`src/sv/tbls_pkg.sv`:
```
`timescale 1ns / 1ps
// ----------------------------------------------------------------------------
// tbls_pkg
// shared types, constants and helpers for the terrain block level-of-detail
// selector
// ----------------------------------------------------------------------------
package tbls_pkg;

   localparam int MaxLevels = 8;
   localparam int ErrW      = 13;
   localparam int DistW     = 50;
   localparam int ThrW      = 40;
   localparam int ProdW     = 58;
   localparam int BlendW    = 17;
   localparam int QuoW      = 16;
   localparam int DivSteps  = 16;
   localparam int StepW     = 4;
   localparam int LevelW    = 3;
   localparam int LvW       = 4;

   localparam logic [ErrW-1:0] ErrClamp = 13'd6554;

   // configuration register indexes
   localparam logic [2:0] CsrCenterX   = 3'd0;
   localparam logic [2:0] CsrCenterY   = 3'd1;
   localparam logic [2:0] CsrCenterZ   = 3'd2;
   localparam logic [2:0] CsrQuality   = 3'd3;
   localparam logic [2:0] CsrNumLevels = 3'd4;

   localparam logic OpSample = 1'b0;
   localparam logic OpQuery  = 1'b1;

   typedef enum logic [3:0] {
      ST_IDLE, ST_MUL_DX, ST_MUL_DY, ST_MUL_DZ, ST_MUL_ESQ, ST_MUL_QSQ,
      ST_MUL_PROD, ST_LEVEL, ST_PREP, ST_DIV, ST_DONE
   } state_type;

   typedef enum logic [2:0] {
      MUL_NONE, MUL_DX, MUL_DY, MUL_DZ, MUL_ERR, MUL_QUAL, MUL_PROD
   } mul_sel_type;

   typedef struct packed {
      logic        accept;
      mul_sel_type mul_sel;
      logic        acc_load;
      logic        acc_add;
      logic        esq_load;
      logic        level_load;
      logic        prep;
      logic        div_step;
      logic        div_last;
   } ctl_type;

   typedef struct packed {
      logic need_div;
   } stat_type;

   // scaled threshold floor((p << 2(i-1)) / 2^32), zero for level 0
   function automatic logic [ThrW-1:0] scaled_thr(logic [ProdW-1:0] p,
                                                  logic [LevelW-1:0] i);
      logic [71:0]       wide;
      logic [LevelW-1:0] im1;
      im1  = i - 3'd1;
      wide = {14'd0, p} << {im1, 1'b0};
      if (i == '0) begin
         return '0;
      end
      return wide[71:32];
   endfunction

endpackage

```
`src/sv/tbls_ctrl.sv`:
```
`timescale 1ns / 1ps
// ----------------------------------------------------------------------------
// tbls_ctrl
// sequencer for the shared multiplier, level pick and serial divider
// ----------------------------------------------------------------------------
module tbls_ctrl import tbls_pkg::*; (
   input  logic     clock,
   input  logic     reset,
   input  logic     req_valid,
   input  logic     req_opcode,
   input  logic     req_last,
   input  logic     out_free,
   input  stat_type stat,
   output ctl_type  ctl,
   output logic     req_stall,
   output logic     done,
   output logic     done_kind
);

   state_type        state_ff, state_in;
   logic [StepW-1:0] step_ff, step_in;
   logic             kind_ff, kind_in;

   always_ff @(posedge clock) begin
      if (reset) begin
         state_ff <= ST_IDLE;
         step_ff  <= '0;
         kind_ff  <= 1'b0;
      end else begin
         state_ff <= state_in;
         step_ff  <= step_in;
         kind_ff  <= kind_in;
      end
   end

   always_comb begin
      state_in  = state_ff;
      step_in   = step_ff;
      kind_in   = kind_ff;
      ctl       = '0;
      ctl.mul_sel = MUL_NONE;
      req_stall = (state_ff != ST_IDLE);
      done      = 1'b0;
      done_kind = kind_ff;
      unique case (state_ff)
         ST_IDLE: begin
            if (req_valid) begin
               ctl.accept = 1'b1;
               kind_in    = req_opcode;
               if (req_opcode == OpQuery) begin
                  state_in = ST_MUL_DX;
               end else if (req_last) begin
                  state_in = ST_DONE;
               end
            end
         end
         ST_MUL_DX: begin
            ctl.mul_sel = MUL_DX;
            state_in    = ST_MUL_DY;
         end
         ST_MUL_DY: begin
            ctl.mul_sel  = MUL_DY;
            ctl.acc_load = 1'b1;
            state_in     = ST_MUL_DZ;
         end
         ST_MUL_DZ: begin
            ctl.mul_sel = MUL_DZ;
            ctl.acc_add = 1'b1;
            state_in    = ST_MUL_ESQ;
         end
         ST_MUL_ESQ: begin
            ctl.mul_sel = MUL_ERR;
            ctl.acc_add = 1'b1;
            state_in    = ST_MUL_QSQ;
         end
         ST_MUL_QSQ: begin
            ctl.mul_sel  = MUL_QUAL;
            ctl.esq_load = 1'b1;
            state_in     = ST_MUL_PROD;
         end
         ST_MUL_PROD: begin
            ctl.mul_sel = MUL_PROD;
            state_in    = ST_LEVEL;
         end
         ST_LEVEL: begin
            ctl.level_load = 1'b1;
            state_in       = ST_PREP;
         end
         ST_PREP: begin
            ctl.prep = 1'b1;
            step_in  = '0;
            state_in = stat.need_div ? ST_DIV : ST_DONE;
         end
         ST_DIV: begin
            ctl.div_step = 1'b1;
            ctl.div_last = (step_ff == StepW'(DivSteps - 1));
            step_in      = step_ff + 1'b1;
            if (ctl.div_last) begin
               state_in = ST_DONE;
            end
         end
         ST_DONE: begin
            if (out_free) begin
               done     = 1'b1;
               state_in = ST_IDLE;
            end
         end
         default: state_in = ST_IDLE;
      endcase
   end

endmodule

```
`src/sv/tbls_dp.sv`:
```
`timescale 1ns / 1ps
// ----------------------------------------------------------------------------
// tbls_dp
// registers, error tracking, shared multiplier, level pick and divider
// ----------------------------------------------------------------------------
module tbls_dp import tbls_pkg::*; (
   input  logic                    clock,
   input  logic                    reset,
   input  ctl_type                 ctl,
   output stat_type                stat,
   input  logic                    csr_we,
   input  logic [2:0]              csr_index,
   input  logic [23:0]             csr_wdata,
   input  logic                    req_opcode,
   input  logic signed [31:0]      req_center_height,
   input  logic signed [31:0]      req_neighbor_a_height,
   input  logic signed [31:0]      req_neighbor_b_height,
   input  logic                    req_first,
   input  logic                    req_last,
   input  logic signed [23:0]      req_cam_x,
   input  logic signed [23:0]      req_cam_y,
   input  logic signed [23:0]      req_cam_z,
   output logic [ErrW-1:0]         running_error,
   output logic                    below_flag,
   output logic                    above_flag,
   output logic [LevelW-1:0]       level,
   output logic [BlendW-1:0]       blend
);

   logic signed [23:0] cx_ff, cy_ff, cz_ff;
   logic [15:0]        qual_ff;
   logic [LvW-1:0]     nlev_ff;

   always_ff @(posedge clock) begin
      if (reset) begin
         cx_ff   <= '0;
         cy_ff   <= '0;
         cz_ff   <= '0;
         qual_ff <= 16'd256;
         nlev_ff <= LvW'(MaxLevels);
      end else if (csr_we) begin
         priority case (csr_index)
            CsrCenterX:   cx_ff   <= csr_wdata;
            CsrCenterY:   cy_ff   <= csr_wdata;
            CsrCenterZ:   cz_ff   <= csr_wdata;
            CsrQuality:   qual_ff <= csr_wdata[15:0];
            CsrNumLevels: nlev_ff <= csr_wdata[LvW-1:0];
            default: ;
         endcase
      end
   end

   // midpoint error of the sample
   logic signed [33:0] e2;
   logic [33:0]        e2_abs;
   logic [32:0]        err_full;
   logic [ErrW-1:0]    err_cl, run_base, run_in;
   logic               below_in, above_in;

   always_comb begin
      e2       = (34'(req_center_height) <<< 1) - 34'(req_neighbor_a_height)
                 - 34'(req_neighbor_b_height);
      e2_abs   = e2[33] ? 34'(-e2) : 34'(e2);
      err_full = e2_abs[33:1];
      err_cl   = (err_full > 33'(ErrClamp)) ? ErrClamp : err_full[ErrW-1:0];
      run_base = req_first ? '0 : running_error;
      run_in   = (err_cl > run_base) ? err_cl : run_base;
      below_in = (req_first ? 1'b0 : below_flag) | (req_center_height < 0);
      above_in = (req_first ? 1'b0 : above_flag) | (req_center_height > 0);
   end

   logic [24:0]     adx_ff, ady_ff, adz_ff;

   function automatic logic [24:0] abs_diff(logic signed [23:0] a,
                                            logic signed [23:0] b);
      logic signed [24:0] d;
      d = 25'(a) - 25'(b);
      return d[24] ? 25'(-d) : 25'(d);
   endfunction

   always_ff @(posedge clock) begin
      if (ctl.accept) begin
         adx_ff <= abs_diff(req_cam_x, cx_ff);
         ady_ff <= abs_diff(req_cam_y, cy_ff);
         adz_ff <= abs_diff(req_cam_z, cz_ff);
      end
   end

   // sample state, updated only by samples
   logic [ErrW-1:0] run_s_ff, tbl_s_ff;
   logic            below_s_ff, above_s_ff;

   assign running_error = run_s_ff;
   assign below_flag    = below_s_ff;
   assign above_flag    = above_s_ff;

   logic req_is_sample;
   logic sample_go;
   assign req_is_sample = (req_opcode == OpSample);
   assign sample_go = ctl.accept && (ctl.mul_sel == MUL_NONE) && req_is_sample;

   always_ff @(posedge clock) begin
      if (reset) begin
         run_s_ff   <= '0;
         below_s_ff <= 1'b0;
         above_s_ff <= 1'b0;
         tbl_s_ff   <= '0;
      end else if (sample_go) begin
         run_s_ff   <= run_in;
         below_s_ff <= below_in;
         above_s_ff <= above_in;
         if (req_last) begin
            tbl_s_ff <= run_in;
         end else if (req_first) begin
            tbl_s_ff <= '0;
         end
      end
   end

   // shared multiplier
   logic [31:0] mul_a, mul_b;
   logic [63:0] mul_ff;
   logic [25:0] esq_ff;
   logic [DistW-1:0] acc_ff;

   always_comb begin
      mul_a = '0;
      mul_b = '0;
      unique case (ctl.mul_sel)
         MUL_NONE: ;
         MUL_DX:   begin mul_a = 32'(adx_ff); mul_b = 32'(adx_ff); end
         MUL_DY:   begin mul_a = 32'(ady_ff); mul_b = 32'(ady_ff); end
         MUL_DZ:   begin mul_a = 32'(adz_ff); mul_b = 32'(adz_ff); end
         MUL_ERR:  begin mul_a = 32'(tbl_s_ff); mul_b = 32'(tbl_s_ff); end
         MUL_QUAL: begin mul_a = 32'(qual_ff); mul_b = 32'(qual_ff); end
         MUL_PROD: begin mul_a = 32'(esq_ff); mul_b = mul_ff[31:0]; end
         default: ;
      endcase
   end

   always_ff @(posedge clock) begin
      if (ctl.mul_sel != MUL_NONE) begin
         mul_ff <= mul_a * mul_b;
      end
      if (ctl.acc_load) begin
         acc_ff <= mul_ff[DistW-1:0];
      end else if (ctl.acc_add) begin
         acc_ff <= acc_ff + mul_ff[DistW-1:0];
      end
      if (ctl.esq_load) begin
         esq_ff <= mul_ff[25:0];
      end
   end

   // level pick
   logic [LvW-1:0]    lv;
   logic [LevelW-1:0] lvl_pick;
   logic              run_ok;
   logic [ProdW-1:0]  prod;

   assign prod = mul_ff[ProdW-1:0];

   always_comb begin
      if (nlev_ff == '0) begin
         lv = LvW'(1);
      end else if (nlev_ff > LvW'(MaxLevels)) begin
         lv = LvW'(MaxLevels);
      end else begin
         lv = nlev_ff;
      end
      lvl_pick = '0;
      run_ok   = 1'b1;
      for (int i = 1; i < MaxLevels; i++) begin
         if (run_ok && (LvW'(i) < lv) &&
             (acc_ff > DistW'(scaled_thr(prod, LevelW'(i))))) begin
            lvl_pick = LevelW'(i);
         end else begin
            run_ok = 1'b0;
         end
      end
   end

   logic [LevelW-1:0] level_ff;
   logic [BlendW-1:0] blend_ff;
   logic [ThrW-1:0]   den_ff;
   logic [ThrW-1:0]   rem_ff;
   logic [QuoW-1:0]   quo_ff;

   // blend set-up
   logic [ThrW-1:0]  d0, d1, den;
   logic [DistW-1:0] r_full;
   logic             need_blend, trivial_zero, trivial_full;

   always_comb begin
      d0           = scaled_thr(prod, level_ff);
      d1           = scaled_thr(prod, LevelW'(level_ff + 1'b1));
      den          = d1 - d0;
      r_full       = acc_ff - DistW'(d0);
      need_blend   = ({1'b0, level_ff} + 4'd1) < lv;
      trivial_zero = (d1 <= d0) || (acc_ff <= DistW'(d0));
      trivial_full = (r_full >= DistW'(den));
      stat.need_div = need_blend && !trivial_zero && !trivial_full;
   end

   // restoring divider step
   logic [ThrW:0]   rs;
   logic [ThrW-1:0] rem_in;
   logic [QuoW-1:0] quo_in;

   always_comb begin
      rs = {rem_ff, 1'b0};
      if (rs >= {1'b0, den_ff}) begin
         rem_in = ThrW'(rs - {1'b0, den_ff});
         quo_in = {quo_ff[QuoW-2:0], 1'b1};
      end else begin
         rem_in = rs[ThrW-1:0];
         quo_in = {quo_ff[QuoW-2:0], 1'b0};
      end
   end

   always_ff @(posedge clock) begin
      if (reset) begin
         level_ff <= '0;
         blend_ff <= '0;
      end else begin
         if (ctl.level_load) begin
            level_ff <= lvl_pick;
         end
         if (ctl.prep && need_blend) begin
            if (trivial_zero) begin
               blend_ff <= '0;
            end else if (trivial_full) begin
               blend_ff <= BlendW'(1 << QuoW);
            end
         end
         if (ctl.div_step && ctl.div_last) begin
            blend_ff <= {1'b0, quo_in};
         end
      end
   end

   always_ff @(posedge clock) begin
      if (ctl.prep) begin
         den_ff <= den;
         rem_ff <= r_full[ThrW-1:0];
         quo_ff <= '0;
      end else if (ctl.div_step) begin
         rem_ff <= rem_in;
         quo_ff <= quo_in;
      end
   end

   assign level = level_ff;
   assign blend = blend_ff;

endmodule

```
`src/sv/terrain_block_lod_select.sv`:
```
`timescale 1ns / 1ps
// ----------------------------------------------------------------------------
// terrain_block_lod_select
// per-block height error summary and camera level-of-detail pick
// ----------------------------------------------------------------------------
// usage
//   req_ channel: one item per handshake (req_valid high, req_stall low).
//   opcode 0 is a height sample, opcode 1 a camera query.
//   samples without last give no result and leave the block idle.
//   a sample with last gives a summary item through the done state.
//   a query runs six passes of the shared 32x32 multiplier, a level pick
//   step, a set-up step and, when the blend needs a division, sixteen steps
//   of the restoring divider before its answer goes through the done state.
//   rsp_ channel: result items sit in an output register; the next request
//   is taken while a result still waits there.
//   if the receiver stalls, a finished result waits in the controller until
//   the output register frees up, and req_stall stays high meanwhile.
//   csr_ port: plain writes by index, by the user only while the block is idle, unchecked.
//   reset (synchronous) clears the running error, flags, threshold table,
//   level and blend, and loads the default centre, quality and level count.
// ----------------------------------------------------------------------------
module terrain_block_lod_select import tbls_pkg::*; (
   input  logic               clock,
   input  logic               reset,
   input  logic               csr_we,
   input  logic [2:0]         csr_index,
   input  logic [23:0]        csr_wdata,
   input  logic               req_valid,
   output logic               req_stall,
   input  logic               req_opcode,
   input  logic signed [31:0] req_center_height,
   input  logic signed [31:0] req_neighbor_a_height,
   input  logic signed [31:0] req_neighbor_b_height,
   input  logic               req_first,
   input  logic               req_last,
   input  logic signed [23:0] req_cam_x,
   input  logic signed [23:0] req_cam_y,
   input  logic signed [23:0] req_cam_z,
   output logic               rsp_valid,
   input  logic               rsp_stall,
   output logic               rsp_result_kind,
   output logic [12:0]        rsp_max_error,
   output logic               rsp_under_water,
   output logic               rsp_over_water,
   output logic [2:0]         rsp_detail_level,
   output logic [16:0]        rsp_blend
);

   ctl_type           ctl;
   stat_type          stat;
   logic              done, done_kind, out_free;
   logic [ErrW-1:0]   run_err;
   logic              below, above;
   logic [LevelW-1:0] level;
   logic [BlendW-1:0] blend;

   // output register is free when empty or being taken this cycle
   assign out_free = !rsp_valid || !rsp_stall;

   tbls_ctrl u_ctrl (
      .clock      (clock),
      .reset      (reset),
      .req_valid  (req_valid),
      .req_opcode (req_opcode),
      .req_last   (req_last),
      .out_free   (out_free),
      .stat       (stat),
      .ctl        (ctl),
      .req_stall  (req_stall),
      .done       (done),
      .done_kind  (done_kind)
   );

   tbls_dp u_dp (
      .clock                 (clock),
      .reset                 (reset),
      .ctl                   (ctl),
      .stat                  (stat),
      .csr_we                (csr_we),
      .csr_index             (csr_index),
      .csr_wdata             (csr_wdata),
      .req_opcode            (req_opcode),
      .req_center_height     (req_center_height),
      .req_neighbor_a_height (req_neighbor_a_height),
      .req_neighbor_b_height (req_neighbor_b_height),
      .req_first             (req_first),
      .req_last              (req_last),
      .req_cam_x             (req_cam_x),
      .req_cam_y             (req_cam_y),
      .req_cam_z             (req_cam_z),
      .running_error         (run_err),
      .below_flag            (below),
      .above_flag            (above),
      .level                 (level),
      .blend                 (blend)
   );

   // result register
   logic              valid_ff;
   logic              kind_ff;
   logic [ErrW-1:0]   err_ff;
   logic              under_ff, over_ff;
   logic [LevelW-1:0] lvl_ff;
   logic [BlendW-1:0] blend_ff;

   always_ff @(posedge clock) begin
      if (reset) begin
         valid_ff <= 1'b0;
      end else if (done) begin
         valid_ff <= 1'b1;
      end else if (!rsp_stall) begin
         valid_ff <= 1'b0;
      end
   end

   always_ff @(posedge clock) begin
      if (done) begin
         kind_ff <= done_kind;
         if (done_kind == OpQuery) begin
            // level answer: summary fields read as zero
            err_ff   <= '0;
            under_ff <= 1'b0;
            over_ff  <= 1'b0;
            lvl_ff   <= level;
            blend_ff <= blend;
         end else begin
            // block summary: level fields read as zero
            err_ff   <= run_err;
            under_ff <= below;
            over_ff  <= above;
            lvl_ff   <= '0;
            blend_ff <= '0;
         end
      end
   end

   assign rsp_valid        = valid_ff;
   assign rsp_result_kind  = kind_ff;
   assign rsp_max_error    = err_ff;
   assign rsp_under_water  = under_ff;
   assign rsp_over_water   = over_ff;
   assign rsp_detail_level = lvl_ff;
   assign rsp_blend        = blend_ff;

endmodule

```
`config.mk`:
```
export PLATFORM = sky130hd
export DESIGN_NAME = terrain_block_lod_select
export DESIGN_NICKNAME = d
export VERILOG_FILES = /design/src/sv/tbls_pkg.sv /design/src/sv/tbls_ctrl.sv /design/src/sv/tbls_dp.sv /design/src/sv/terrain_block_lod_select.sv
export SDC_FILE = /design/constraint.sdc
export NUM_CORES = 2
export LEC_CHECK = 0
export ABC_AREA = 1
export BUFFER_PORTS_ARGS = -buffer_cell sky130_fd_sc_hd__buf_2
export CORE_MARGIN = 2
export CORE_UTILIZATION = 65
export CTS_BUF_LIST = sky130_fd_sc_hd__clkbuf_4
export DETAILED_ROUTE_END_ITERATION = 12
export HOLD_SLACK_MARGIN = 0.08
export PLACE_DENSITY_LB_ADDON = 0.05
export SETUP_SLACK_MARGIN = 0.2
export SLEW_MARGIN = 20
export SYNTH_ARGS = -nofsm -noshare
export SYNTH_HDL_FRONTEND = slang
export SYNTH_SLANG_ARGS = --single-unit
```
`constraint.sdc`:
```
create_clock -name clock -period 10.65 [get_ports clock]
set_input_delay 0 -clock clock [delete_from_list [all_inputs] [get_ports clock]]
set_output_delay 0 -clock clock [all_outputs]
set_load 0.02 [all_outputs]
```
==> results.txt, run 1 <==
The number of warnings reported in the yosys synthesis log came out at 0. When the global-route repair_timing finished, the worst setup path ended at u_dp.mul_ff[54]$_DFFE_PP_/D. Progress stopped at 5_1_grt. The H-tree depth is 4. The post-synthesis area per instance came out at 7.42 µm². Counting every net in the synthesized netlist gives 11620. The number of ports placed on the die boundary came out at 241. The clock sink count is 490. In this run the cell area measured after placement is 0.0764 mm². The synthesized area came out at 0.0734 mm².

The cell sitting at the root of the clock tree is a clkbuf_4. Buffers inserted during clock tree synthesis total 141. The worst slack after detailed placement is 0.892 ns. The number of synthesized flops with an enable pin came out at 325. The number of antenna violations at the first check in global routing came out at 60. In the synthesized netlist, the number of instances is 9898. The flow did not finish. The leftover overflow at the end of global routing came out at 112.

After the last repair the worst path ends at a register data pin. The horizontal extent of the die is 340 µm. The pin count of the biggest net entering global routing came out at 97. The initial cell density of the core is 65.4%. The number of rows created at floorplan is 123. The die height came out at 340 µm.

The number of synthesized register bits came out at 490. The number of library cell types mapped by synthesis came out at 71. The quantity of I/O buffers inserted on ports came out at 240. After synthesis, the share of flip-flops with an asynchronous set or reset is 0%. The half-perimeter wire length after detailed placement came out at 222000 µm. Sequential elements use 17.8% of the synthesized area.

The combined global-route utilization of all metal layers came out at 59.8%. The most used flip-flop cell after synthesis is edfxtp_1. The number of buffers inserted by post-CTS setup repair came out at 0. The largest buffer count on any clock path is 3. The last weighted congestion value of the routability-driven placer came out at 1.10. The tool reported: "[ERROR GRT-0232] Routing congestion too high. Check the congestion heatmap in the GUI".
## synth_stat cells, types with 15 or more instances
cell type | number | area (µm²)
a211oi_1 | 28 | 210
a21o_1 | 27 | 203
a21oi_1 | 720 | 3600
a22oi_1 | 28 | 210
a31oi_1 | 65 | 407
buf_1 | 15 | 56.3
clkbuf_1 | 226 | 848
clkinv_1 | 15 | 56.3
dfxtp_1 | 165 | 3300
edfxtp_1 | 325 | 9760
fa_1 | 757 | 15200
ha_1 | 762 | 9530
inv_1 | 2027 | 7610
mux2i_1 | 16 | 160
nand2_1 | 2055 | 7710
nand2_2 | 15 | 93.8
nand3_1 | 261 | 1310
nand3_2 | 15 | 150
nand3b_1 | 26 | 195
nand4_1 | 101 | 632
nor2_1 | 907 | 3400
nor3_1 | 73 | 365
nor4_1 | 41 | 257
o211ai_1 | 24 | 180
o21a_1 | 46 | 345
o21ai_0 | 533 | 2670
o21ai_1 | 30 | 150
o21bai_1 | 25 | 188
o22ai_1 | 50 | 313
or2_2 | 35 | 219
xnor2_1 | 133 | 1160
xor2_1 | 193 | 1690
## stage by stage
step           instances  hold WS, ns
2_1_floorplan       9898        0.126
3_3_place_gp       11488        0.293
3_5_place_dp       11488        0.295
4_1_cts            12026        0.100
## logic make-up after synthesis
kind of cell,count (synthesis),share of synthesized area (%)
buffers and inverters,2311,11.9
multiplexers,16,0.218
flip-flops,490,17.8
AND/OR/NAND/NOR,3570,20.0
adder cells (fa/ha/maj),1519,33.6
XOR/XNOR,327,3.91
AO/OA/AOI/OAI,1665,12.6
## repair_timing
action | 4_1_cts
hold buffers | 283
setup endpoints to repair | 0
gates resized for setup | 0
endpoints found under the hold margin | 332
## metal layers
| layer | GRT usage [%] | overflow |
|---|---|---|
| met5 | 21.4 | 0 |
| met4 | 49.4 | 38 |
| met3 | 35.6 | 11 |
| met2 | 81.9 | 54 |
| met1 | 64.1 | 9 |
==> run 2, diff against run 1 <==
--- a/config.mk
+++ b/config.mk
@@ -8,12 +8,9 @@
 export ABC_AREA = 1
 export BUFFER_PORTS_ARGS = -buffer_cell sky130_fd_sc_hd__buf_2
 export CORE_MARGIN = 2
-export CORE_UTILIZATION = 65
-export CTS_BUF_LIST = sky130_fd_sc_hd__clkbuf_4
+export CORE_UTILIZATION = 40
 export DETAILED_ROUTE_END_ITERATION = 12
-export HOLD_SLACK_MARGIN = 0.08
-export PLACE_DENSITY_LB_ADDON = 0.05
-export SETUP_SLACK_MARGIN = 0.2
+export PLACE_DENSITY_LB_ADDON = 0.15
 export SLEW_MARGIN = 20
 export SYNTH_ARGS = -nofsm -noshare
 export SYNTH_HDL_FRONTEND = slang
==> results.txt, run 2 <==
The post-route fraction of the period consumed by the critical path came out at 95.6%. The post-synthesis sequential area ratio is 17.8% (unchanged). The initial cell density of the core came out at 40.2% (-25 points). The critical path arrival is 10.60 ns. Global routing used 30.5% of the available tracks across all layers. Measured in cells, the most critical reg-to-reg path has a length of 32. The TritonCTS buffer count came out at 60 (-57%).

Together, buffers and inverters on the worst path number 8. The quantity of I/O buffers inserted on ports came out at 240 (unchanged). Among all cell types in the netlist, the one instantiated most often is nand2_1. The highest clock rate is 98.2 MHz.

Counting instances, the worst hold path has a depth of 5. The number of rows created at floorplan is 157 (+28%). By instance count, the cell type seen most on the critical path is fa_1. The worst slack after detailed placement was 0.592 ns (-0.301 ns).

The required arrival time at the worst endpoint came out at 11.06 ns. The via-per-instance ratio came out at 5.41. The highest cell delay on the worst timing path is 0.64 ns. The share of flip-flops with an asynchronous set or reset after synthesis is 0% (unchanged).

The total nets after synthesis came out at 11620 (unchanged). The number of failing setup endpoints in the final timing report is 0. The detailed-route wire length came out at 289000 µm. The flow ran to the end, and the final reports show no timing, DRC or antenna violations. The total count of max-transition violations in the final report came out at 0. The number of library cell types mapped by synthesis is 71 (unchanged). The fraction of layout cells with a size suffix above 1 came out at 6.25%. The critical path in this run is classified as flop to flop. The synthesized design spends more area on one cell type than any other, namely fa_1. The leftover overflow at the end of global routing is 0. For the finished layout, the period the worst path requires is 10.18 ns. The post-synthesis area per instance was 7.42 µm² (unchanged). The root cell of the clock tree is clkbuf_16. In the layout the commonest cells are nand2_1 (2054), inv_1 (2025), nor2_1 (894). The number of standard cells after synthesis is 9898 (unchanged). The most used flip-flop cell after synthesis is edfxtp_1. In the final routed layout, each cell accounts on average for 22.9 µm.

The worst hold path terminates at u_dp.adz_ff[7]. The number of warnings reported in the yosys synthesis log is 0 (unchanged). The cell type of the slowest stage on the worst timing path is inv_2.

In this run the power density over the cells is 290 mW/mm². The launch point of the worst reg-to-reg path is u_ctrl.state_ff[1]. The largest clock skew in the final design is 0.0792 ns. The number of nets in the final layout is 11896. The overall power is 23400 µW.

In the routed design, unresolved DRC markers number 0. Fill cells in the final layout number 18864. The slack of the worst reg-to-reg path came out at 0.47 ns.

The element type at the critical path start is a flop. The clock latency reported for the late side of the worst-skew pair is 0.74 ns. Setup repair after global routing left no endpoint under its margin. Ranked by total cell area, the synthesized netlist is headed by fa_1 (21%), edfxtp_1 (13%), ha_1 (13%).

The number of synthesized flops with an enable pin was 325 (unchanged). The floorplan step defined a die boundary enclosing 0.187 mm². The worst hold path startpoint is req_cam_z[7].

The area added between synthesis and finish came out at 9.87%. The worst max-slew margin expressed relative to the limit came out at 24.2%. The commonest cells after synthesis are nand2_1 (2055), inv_1 (2027), nor2_1 (907). The placed standard-cell area came out at 0.0779 mm² (+2.0%).

The H-tree depth came out at 2 (-2). The region available for standard cell placement spans 0.183 mm². The die height came out at 432 µm (+27%). In the final layout, the registers with the most flip-flops are u_dp.mul_ff: 58 flops, u_dp.acc_ff: 50 flops.

The last weighted congestion value of the routability-driven placer is 1.03 (-6.2%). The clock sink count came out at 490 (unchanged). In this run the worst hold path is classified as input pin to flop. The top register by number of flip-flops is u_dp.mul_ff. The peak ir drop on the vdd network came out at 0.181 mV. The synthesized area came out at 0.0734 mm² (unchanged).

TritonCTS built the clock tree. The reported leakage power came out at 0.0403 µW. After clock tree synthesis, the clock-pin slew on the worst setup and hold paths is 0.06 ns. The endpoint identified for the worst register-to-register timing path is u_dp.mul_ff[55]. After routing, the total negative slack on setup checks comes to 0 ns. The largest buffer count on any clock path came out at 3 (unchanged).

The hold violation total from the final report came out at 0. The via count came out at 68304. The first global-routing pass estimated 428000 µm of wire. The pin slew with the least headroom to its limit is 1.13 ns. The fraction of post-synthesis cell area in the top cell type by area is 20.6% (unchanged). The antenna violation net count after detailed routing is 0.

The half-perimeter wire length after detailed placement came out at 238000 µm (+7.2%). The number of ports placed on the die boundary is 241 (unchanged). The flip-flop count of the largest register after layout came out at 58.

The via count of the first global-routing pass came out at 67401. The horizontal extent of the die is 432 µm (+27%). The number of synthesized register bits is 490 (unchanged). Max-cap violations in this run came to 0. The final design instance area without fill came out at 0.0807 mm². The first detailed-routing pass ran for 8 iterations. The maximum net fanout on the critical path came out at 57. In this design, the largest share of critical-path delay is due to adder cells. The detailed router's first-iteration violation count came out at 6215.

The number of antenna violations at the first check in global routing came out at 14. The least setup slack across all paths after layout came out at 0.466 ns. The most common library cell in the layout ignoring fill and taps is nand2_1.

The utilization of the core after routing is 44.2%. STA classifies the critical path endpoint as a flop. The pin count of the biggest net entering global routing is 99.
[run 2: logic make-up after synthesis]
group / share of synthesized area [%]
compound gates: 12.6
xor+xnor: 3.91
fa+ha+maj: 33.6
buf+inv: 11.9
flops: 17.8
mux: 0.218
simple gates: 20.0
[run 2: tightest hold or removal path: cells and delay by family]
family	cells	cell delay [ns]
xor+xnor	2	0.22
fa+ha+maj	1	0.19
buf+inv	2	0.18
[run 2: how the worst max path moves through the flow]
stage                             from  cells after the start  slack [ns]              end
floorplan           u_ctrl.state_ff[0]                     36        1.27  u_dp.mul_ff[55]
global placement    u_ctrl.state_ff[2]                     36        0.54  u_dp.mul_ff[50]
detailed placement  u_ctrl.state_ff[2]                     32        0.59  u_dp.mul_ff[55]
CTS                 u_ctrl.state_ff[2]                     32        0.48  u_dp.mul_ff[55]
global route        u_ctrl.state_ff[3]                     32        0.02  u_dp.mul_ff[55]
finish              u_ctrl.state_ff[1]                     32        0.47  u_dp.mul_ff[55]
[run 2: what timing repair did]
action                     4_1_cts  5_1_grt
resized for setup                0        3
hold buffers                    71        0
setup endpoints to repair        0        5
setup buffers                    0        0
hold endpoints to repair       170        0
[run 2: where the power goes]
part           switching, µW  leakage (µW)  internal [µW]
Clock                    961      0.000985           1200
Combinational          11900        0.0350           5500
Sequential               727       0.00436           3110
[run 2: metrics by stage]
step / hold WS (ns) / cells
after detailed placement: 0.345 / 12426
after floorplan: 0.126 / 9898
after global routing: 0.0572 / 12611
after global placement: 0.347 / 12426
after CTS: 0.00718 / 12610
final: 0.0327 / 12615
[run 2: final cells by class]
| cell class | instances | area (µm²) | share of cell area (%) |
|---|---|---|---|
| Antenna cell | 5 | 12.5 | 0.0155 |
| Clock buffer | 70 | 1620 | 2.01 |
| Clock inverter | 43 | 433 | 0.537 |
| Inverter | 2053 | 7710 | 9.56 |
| Multi-Input combinational cell | 7097 | 51700 | 64.1 |
| Sequential cell | 490 | 13100 | 16.2 |
| Tap cell | 2385 | 2980 | 3.70 |
| Timing Repair Buffer | 472 | 3120 | 3.87 |
[run 2: metal layers]
metal,track usage (%),part of all wire [%]
met3,4.96,7.6
met5,0,0.047
met1,40.9,43
met4,12.1,4.6
met2,48.9,45
Power figures use the tool's default switching activity.
